[src/hdl/yuv420_crop_rotate_addr_assert.svh]
// Assertion macros for the crop/rotate address block.
`ifndef YUV420_CROP_ROTATE_ADDR_ASSERT_SVH
`define YUV420_CROP_ROTATE_ADDR_ASSERT_SVH

`ifndef NO_ASSERTIONS

`define YCR_ASSERT_IMPL(label, ante, cons, msg) \
  label: assert property (@(posedge clk) disable iff (!rst_n) (ante) |-> (cons)) \
    else $error(msg);

`define YCR_ASSERT_NEXT(label, ante, cons, msg) \
  label: assert property (@(posedge clk) disable iff (!rst_n) (ante) |=> (cons)) \
    else $error(msg);

`else

`define YCR_ASSERT_IMPL(label, ante, cons, msg)

`define YCR_ASSERT_NEXT(label, ante, cons, msg)

`endif

`endif

[src/hdl/ycr_pkg.sv]
package ycr_pkg;

  localparam int PLANE_W    = 2;
  localparam int COORD_W    = 12;
  localparam int PIX_W      = 8;
  localparam int ADDR_W     = 24;
  localparam int MODE_W     = 2;
  localparam int DIM_W      = 13;
  localparam int CFG_IDX_W  = 3;
  localparam int CFG_DATA_W = 13;

  // working width for coordinate sums
  localparam int EW = DIM_W + 1;

  localparam logic [MODE_W-1:0] MODE_CROP     = 2'd0;
  localparam logic [MODE_W-1:0] MODE_ROT90    = 2'd1;
  localparam logic [MODE_W-1:0] MODE_ROT270M  = 2'd2;
  localparam logic [MODE_W-1:0] MODE_NONE     = 2'd3;

  localparam logic [PLANE_W-1:0] IN_Y    = 2'd0;
  localparam logic [PLANE_W-1:0] IN_V    = 2'd1;
  localparam logic [PLANE_W-1:0] IN_U    = 2'd2;
  localparam logic [PLANE_W-1:0] IN_NONE = 2'd3;

  localparam logic [PLANE_W-1:0] OUT_Y = 2'd0;
  localparam logic [PLANE_W-1:0] OUT_U = 2'd1;
  localparam logic [PLANE_W-1:0] OUT_V = 2'd2;

  localparam logic [CFG_IDX_W-1:0] REG_MODE       = 3'd0;
  localparam logic [CFG_IDX_W-1:0] REG_IN_WIDTH   = 3'd1;
  localparam logic [CFG_IDX_W-1:0] REG_IN_HEIGHT  = 3'd2;
  localparam logic [CFG_IDX_W-1:0] REG_OUT_WIDTH  = 3'd3;
  localparam logic [CFG_IDX_W-1:0] REG_OUT_HEIGHT = 3'd4;

  localparam logic [DIM_W-1:0] RST_WIDTH  = 13'd640;
  localparam logic [DIM_W-1:0] RST_HEIGHT = 13'd480;

endpackage

[src/hdl/yuv420_crop_rotate_addr.sv]
// Crop, rotate and place one sample of a planar YUV 4:2:0 frame.
// Input channel (in_valid/in_stall): one sample per item, with its plane
// (0 Y, 1 V, 2 U), row and column inside that plane, and its byte value.
// Result channel (out_valid/out_stall): output plane (0 Y, 1 U, 2 V), the
// linear offset inside that plane and the unchanged byte. A sample outside
// the frame or the crop window, plane 3 or mode 3 gives no result.
// Config channel (cfg_valid/cfg_ready): index 0 mode, 1/2 input width and
// height, 3/4 crop width and height; dimensions saturate at MAX_DIM. Write
// only while the block is empty. cfg_ready is always high.
// Pipeline: input register, address setup register, multiply-add into the
// output register. A taken item passes these registers in that order;
// one item per cycle sustained while out_stall stays low.
// A stalled output holds; the stall travels back stage by stage, so empty
// stages keep filling and in_stall rises only when every stage is full.
// Reset (rst_n low at a clock edge) empties the pipeline and loads mode 0,
// 640x480 input and 640x480 crop.
`include "yuv420_crop_rotate_addr_assert.svh"

module yuv420_crop_rotate_addr
  import ycr_pkg::*;
#(
  parameter int MAX_DIM = 4096
) (
  input  logic                  clk,
  input  logic                  rst_n,

  input  logic                  cfg_valid,
  output logic                  cfg_ready,
  input  logic [CFG_IDX_W-1:0]  cfg_index,
  input  logic [CFG_DATA_W-1:0] cfg_data,

  input  logic                  in_valid,
  output logic                  in_stall,
  input  logic [PLANE_W-1:0]    in_plane,
  input  logic [COORD_W-1:0]    in_row,
  input  logic [COORD_W-1:0]    in_col,
  input  logic [PIX_W-1:0]      in_pixel,

  output logic                  out_valid,
  input  logic                  out_stall,
  output logic [PLANE_W-1:0]    out_plane,
  output logic [ADDR_W-1:0]     out_address,
  output logic [PIX_W-1:0]      out_value
);

  localparam logic [DIM_W-1:0] MAX_DIM_V = DIM_W'(MAX_DIM);

  logic [MODE_W-1:0] mode_r;
  logic [DIM_W-1:0]  in_width_r, in_height_r, out_width_r, out_height_r;
  logic [DIM_W-1:0]  cfg_dim;

  // stage a: input register
  logic               a_valid_r;
  logic [PLANE_W-1:0] a_plane_r;
  logic [COORD_W-1:0] a_row_r, a_col_r;
  logic [PIX_W-1:0]   a_pix_r;

  // stage b: operands of addr = a * b + c
  logic               b_valid_r;
  logic [EW-1:0]      b_a_r, b_b_r, b_c_r;
  logic [PLANE_W-1:0] b_plane_r;
  logic [PIX_W-1:0]   b_pix_r;

  logic               out_valid_r;
  logic [PLANE_W-1:0] out_plane_r;
  logic [ADDR_W-1:0]  out_address_r;
  logic [PIX_W-1:0]   out_value_r;

  logic adv_o, adv_b, adv_a;

  logic               chroma;
  logic [EW-1:0]      w, h, ow, oh, r, c;
  logic               in_frame, hit;
  logic [EW-1:0]      b_a_nxt, b_b_nxt, b_c_nxt;
  logic [PLANE_W-1:0] b_plane_nxt;
  logic [2*EW-1:0]    mac;

  assign adv_o    = !out_valid_r || !out_stall;
  assign adv_b    = !b_valid_r || adv_o;
  assign adv_a    = !a_valid_r || adv_b;
  assign in_stall = !adv_a;
  assign cfg_ready = 1'b1;

  assign cfg_dim = (32'(cfg_data) > MAX_DIM) ? MAX_DIM_V : cfg_data[DIM_W-1:0];

  always_ff @(posedge clk) begin
    if (!rst_n) begin
      mode_r       <= MODE_CROP;
      in_width_r   <= RST_WIDTH;
      in_height_r  <= RST_HEIGHT;
      out_width_r  <= RST_WIDTH;
      out_height_r <= RST_HEIGHT;
    end else if (cfg_valid && cfg_ready) begin
      unique case (cfg_index)
        REG_MODE:       mode_r       <= cfg_data[MODE_W-1:0];
        REG_IN_WIDTH:   in_width_r   <= cfg_dim;
        REG_IN_HEIGHT:  in_height_r  <= cfg_dim;
        REG_OUT_WIDTH:  out_width_r  <= cfg_dim;
        REG_OUT_HEIGHT: out_height_r <= cfg_dim;
        default: ;
      endcase
    end
  end

  // setup: window test and operands
  always_comb begin
    chroma = (a_plane_r != IN_Y);
    w  = chroma ? EW'(in_width_r >> 1)   : EW'(in_width_r);
    h  = chroma ? EW'(in_height_r >> 1)  : EW'(in_height_r);
    ow = chroma ? EW'(out_width_r >> 1)  : EW'(out_width_r);
    oh = chroma ? EW'(out_height_r >> 1) : EW'(out_height_r);
    r  = EW'(a_row_r);
    c  = EW'(a_col_r);
    in_frame = (r < h) && (c < w) && (a_plane_r != IN_NONE);
    hit      = 1'b0;
    b_a_nxt  = '0;
    b_b_nxt  = '0;
    b_c_nxt  = '0;
    unique case (mode_r)
      MODE_CROP: begin
        hit     = in_frame && (r + oh >= h) && (c < ow);
        b_a_nxt = r + oh - h;
        b_b_nxt = ow;
        b_c_nxt = c;
      end
      MODE_ROT90: begin
        hit     = in_frame && (r + oh >= h) && (c < ow);
        b_a_nxt = c;
        b_b_nxt = oh;
        b_c_nxt = h - EW'(1) - r;
      end
      MODE_ROT270M: begin
        hit     = in_frame && (r < oh) && (c + ow >= w);
        b_a_nxt = w - EW'(1) - c;
        b_b_nxt = oh;
        b_c_nxt = oh - EW'(1) - r;
      end
      MODE_NONE: hit = 1'b0;
      default:   hit = 1'b0;
    endcase
    unique case (a_plane_r)
      IN_Y:    b_plane_nxt = OUT_Y;
      IN_V:    b_plane_nxt = OUT_V;
      IN_U:    b_plane_nxt = OUT_U;
      default: b_plane_nxt = OUT_Y;
    endcase
  end

  assign mac = b_a_r * b_b_r + (2*EW)'(b_c_r);

  always_ff @(posedge clk) begin
    if (!rst_n) begin
      a_valid_r   <= 1'b0;
      b_valid_r   <= 1'b0;
      out_valid_r <= 1'b0;
    end else begin
      if (adv_a) begin
        a_valid_r <= in_valid;
      end
      if (adv_b) begin
        b_valid_r <= a_valid_r && hit;
      end
      if (adv_o) begin
        out_valid_r <= b_valid_r;
      end
    end
  end

  always_ff @(posedge clk) begin
    if (adv_a) begin
      a_plane_r <= in_plane;
      a_row_r   <= in_row;
      a_col_r   <= in_col;
      a_pix_r   <= in_pixel;
    end
    if (adv_b) begin
      b_a_r     <= b_a_nxt;
      b_b_r     <= b_b_nxt;
      b_c_r     <= b_c_nxt;
      b_plane_r <= b_plane_nxt;
      b_pix_r   <= a_pix_r;
    end
    if (adv_o) begin
      out_plane_r   <= b_plane_r;
      out_address_r <= mac[ADDR_W-1:0];
      out_value_r   <= b_pix_r;
    end
  end

  assign out_valid   = out_valid_r;
  assign out_plane   = out_plane_r;
  assign out_address = out_address_r;
  assign out_value   = out_value_r;

  `YCR_ASSERT_IMPL(a_stall_needs_item, in_stall, a_valid_r, "in_stall with empty input stage")
  `YCR_ASSERT_IMPL(b_offset_in_row, b_valid_r, b_c_r < b_b_r, "row offset beyond row length")
  `YCR_ASSERT_IMPL(b_mode_live, b_valid_r, mode_r != MODE_NONE, "item placed while mode is none")
  `YCR_ASSERT_NEXT(b_moves_on, b_valid_r && !out_valid_r, out_valid_r, "setup stage did not advance")
  `YCR_ASSERT_IMPL(dim_saturated, 1'b1, 32'(in_width_r) <= MAX_DIM, "width above MAX_DIM")

endmodule

[config.mk]
export PLATFORM = sky130hd
export DESIGN_NAME = yuv420_crop_rotate_addr
export DESIGN_NICKNAME = d
export VERILOG_FILES = /design/src/hdl/ycr_pkg.sv /design/src/hdl/yuv420_crop_rotate_addr.sv
export VERILOG_INCLUDE_DIRS = /design/src /design/src/hdl
export SDC_FILE = /design/constraint.sdc
export NUM_CORES = 1
export LEC_CHECK = 0
export BUFFER_PORTS_ARGS = -buffer_cell sky130_fd_sc_hd__buf_2
export CAP_MARGIN = 20
export CORE_ASPECT_RATIO = 0.5
export CORE_UTILIZATION = 45
export DETAILED_ROUTE_END_ITERATION = 10
export HOLD_SLACK_MARGIN = 0.1
export PLACE_DENSITY = 0.62
export SLEW_MARGIN = 20
export SYNTH_ARGS = -nofsm -noshare
export SYNTH_HDL_FRONTEND = slang
export SYNTH_SLANG_ARGS = --single-unit
[constraint.sdc]
create_clock -name clk -period 7.3 [get_ports clk]
set_input_delay 0.73 -clock clk [delete_from_list [all_inputs] [get_ports clk]]
set_output_delay 0.73 -clock clk [all_outputs]
set_load 0.05 [all_outputs]
==> metrics.md <==
| Metric | Value |
|---|---|
| # nets final | roughly 2.3k |
| Layout cells sized above 1 | 0.0954 |
| Largest family of logic cells by synthesized area | adder cells |
| Final setup violation count | 0 |
| Drt wl/cell | 18.1 µm |
| Worst path most repeated cell | fa_1 |
| Final hold violations | 0 |
| Distinct cells, synth | 77 |
| Rows | between 50 and 60 |
| Number of setup buffers added after CTS | 0 |
| CTS Root Cell | clkbuf_16 |
| RR Startpoint | b_a_r[11] |
| Vias in the first global route | 12.4k |
| Hold-fix buffers, CTS | 0 |
| CTS tree | done |
| Hold endpoint | b_pix_r[3] |
| Min Tclk post-route | between 6000 and 7000 ps |
| Fmax | ~170 MHz |
| Residual DRC count | 0 |
| Type of the tightest min-delay check | flop to flop |
| Pleak | slightly above 9 nW |
| Core Region | ~0.039 mm² |
| All-layer global routing usage | 0.224 |
| Chip width | roughly 280 µm |
| Hold path depth | 0 |
| Commonest non-fill, non-tap cell in the layout | inv_1 |
| Crit. End Element | flop |
| Max stage delay cell, worst path | edfxtp_1 |
| Drt first pass iters | 8 |
| Syn nets | 2,284 |
| Clk buf depth | 2 |
| Fin. max-slew vios | 0 |
| Period utilization | 0.828 |
| Highest-count cells in the layout ignoring fill and taps | inv_1, ha_1, nand2_1, fa_1, and2_1 |
| Post-Place Cells | ~2.4k |
| Non-Filler Instances | 2,458 |
| RSZ-0062 raised after global routing | false |
| Dominant cells by area after synthesis | edfxtp_1, fa_1, ha_1 |
| Initial antenna violation count | 0 |
| CTS Buf Count | 17 |
| Clk_skew | 18.3 ps |
| FF-to-FF setup slack | 1260 ps |
| Post-CTS Resized | 0 |
| Starting Density | 0.457 |
| Worst Hold Launch | a_pix_r[3] |
| Number of flops mapped to enable cells by yosys | about 120 |
| Synth Instances | approximately 1.9k |
| Worst EP arrival | approximately 6300 ps |
| Antenna diodes | 0 |
| TritonCTS Sinks | 176 |
| Vias | 12.9k |
| WP depth | 17 |
| Synth warnings | 0 |
| Post-route ant nets | 0 |
| Number of DRC markers in iteration 0 | ~900 |
| Synth Area in Simple Gates | 0.149 |
| Post-Route WL | around 44,000 µm |
| Slew of the pin with the lowest slew margin | ~870 ps |
| Compound-cell area share of the yosys netlist | 0.134 |
| Top cell type by total area after synthesis | edfxtp_1 |
| CP max FO | 13 |
| Post-synthesis sequential area ratio | 0.265 |
| Status | finished, final reports clean |
| Max Cap Viol | 0 |
| Post-Synth XOR/XNOR Area | 0.0394 |
| Crit-path cells | and2_1, fa_1, inv_1, fa_1, inv_1, fa_1, fa_1, fa_1, fa_1, ha_1, a211o_1, nor4b_4, o31ai_2, a21oi_2, o21ai_1, o21ba_1, xnor2_1 |
| Slowest stage delay, CP | around 570 ps |
| Worst EP required | around 7500 ps |
| Routed vias/inst | 5.26 |
| Final setup TNS | 0 ps |
| Vert. Die Dim | roughly 140 µm |
| First-pass GRT wire length | between 60,000 and 70,000 µm |
| Port-buffer cells | 90 |
| Max VDD drop | about 0.24 mV |
| PwrDens | ~280 mW/mm² |
| Worst Path Buf+Inv | 2 |
| Clk pin slew, worst setup/hold paths | roughly 80 ps |
| Worst R2R End | out_address[23] |
| Area Overhead vs Synth | 8.67% |
| Final global-route overflow total | 0 |
| Register bit total from synthesis | ~180 |
| Worst slew margin | 0.419 |
| H-tree levels | 4 |
| Die area | 0.0404 mm² |
| Area share of fa/ha/maj cells after synthesis | 0.317 |
| Dpl hpwl | ~35,000 µm |
| Kind of critical path | flop to flop |
| Largest net degree at the start of global routing | a little under 60 |
| Syn Std Cell Area | between 0.015 and 0.02 mm² |
| I/O Pins | just over 90 |
| Worst-skew pair later-pin latency | roughly 470 ps |
| Worst path top cell family by delay | adder cells |
| Post-synth ARST share | 0 |
| Top_reg_cell synth | edfxtp_1 |
| Post-synthesis mux area share | 0.0295 |
| Startpoint Class | flop |
| Reg2Reg Depth | 17 |
| Routability cong. | roughly 0.9 |
| Area fraction of the dominant cell type after synthesis | 0.201 |
| Syn_area_per_cell | about 9.5 µm² |
## sequential cells by signal, indices dropped and copies added, names as in the netlist
register / cells
a_pix_r: 8
out_width_r: 13
b_valid_r: 1
out_height_r: 13
in_height_r: 13
b_pix_r: 8
mode_r: 2
out_valid: 1
a_plane_r: 2
b_b_r: 13
a_row_r: 12
out_value: 8
b_a_r: 14
b_plane_r: 2
a_valid_r: 1
b_c_r: 14
a_col_r: 12
out_plane: 2
out_address: 24
in_width_r: 13
## power by group
part | leakage (nW) | switching (mW) | internal (mW) | total [mW]
Clock | 0.297 | 0.483 | 0.523 | 1.01
Sequential | 1.75 | 0.147 | 1.29 | 1.44
Combinational | 7.01 | 1.69 | 1.23 | 2.92
Total | 9.06 | 2.32 | 3.04 | 5.37
## metrics by stage
step	instance area, µm²	utilization	hold WS [ps]	total power, mW	setup slack (ps)
2_1_floorplan	17800	-	400	3.71	1660
3_3_place_gp	18700	0.480	401	4.35	1320
3_5_place_dp	18700	0.480	405	4.39	1240
4_1_cts	19300	0.496	420	5.41	1240
5_1_grt	19300	0.497	421	5.86	919
6_report	19300	0.497	423	5.37	1260
## cells in the mapped netlist, drive strengths merged (22+ instances only)
cell type	count
xnor2	57
dfxtp	57
a21boi	36
xor2	23
a21oi	92
mux2	27
edfxtp	119
fa	146
clkbuf	56
ha	217
mux2i	22
inv	242
nor2b	27
and2	126
o21ai	57
a21o	26
nor2	91
nand2	200
## area by class of cell
cell class,count,area (µm²)
clock buffer,17,425
inverter,242,908
fill,3733,19600
clock inverter,15,191
tap,530,663
multi-input combinational,1379,11900
sequential,176,4710
timing repair buffer,99,531
## layer usage
layer / routed length [µm] / track usage / up-vias
li1: - / - / 6375
met1: 22200 / 0.329 / 6177
met2: 19100 / 0.344 / 349
met3: 2550 / 0.0354 / 36
met4: 539 / 0.0529 / 0
met5: 0 / 0 / -
## worst reg2reg max path: stages (launching register included)
cell and delay, ps:
edfxtp_1 570, and2_1 260, fa_1 520, inv_1 70, fa_1 540, inv_1 60
fa_1 480, fa_1 570, fa_1 430, fa_1 380, ha_1 380, a211o_1 360
nor4b_4 390, o31ai_2 180, a21oi_2 190, o21ai_1 110, o21ba_1 200, xnor2_1 120
## cell families after synthesis
group,Yosys count
simple gates,536
flops,176
xor+xnor,80
fa+ha+maj,363
other cells,1
buf+inv,311
mux,49
compound gates,350
## worst max-delay path by stage
stage,from,endpoint,slack [ps]
after floorplan,b_a_r[11],out_address[23],1660
after global placement,b_a_r[11],out_address[23],1320
after detailed placement,b_a_r[9],out_address[23],1240
after CTS,b_a_r[11],out_address[23],1240
after global routing,b_b_r[0],out_address[22],920
final,b_a_r[11],out_address[23],1260
No activity file was read; power rests on OpenSTA's default activity.
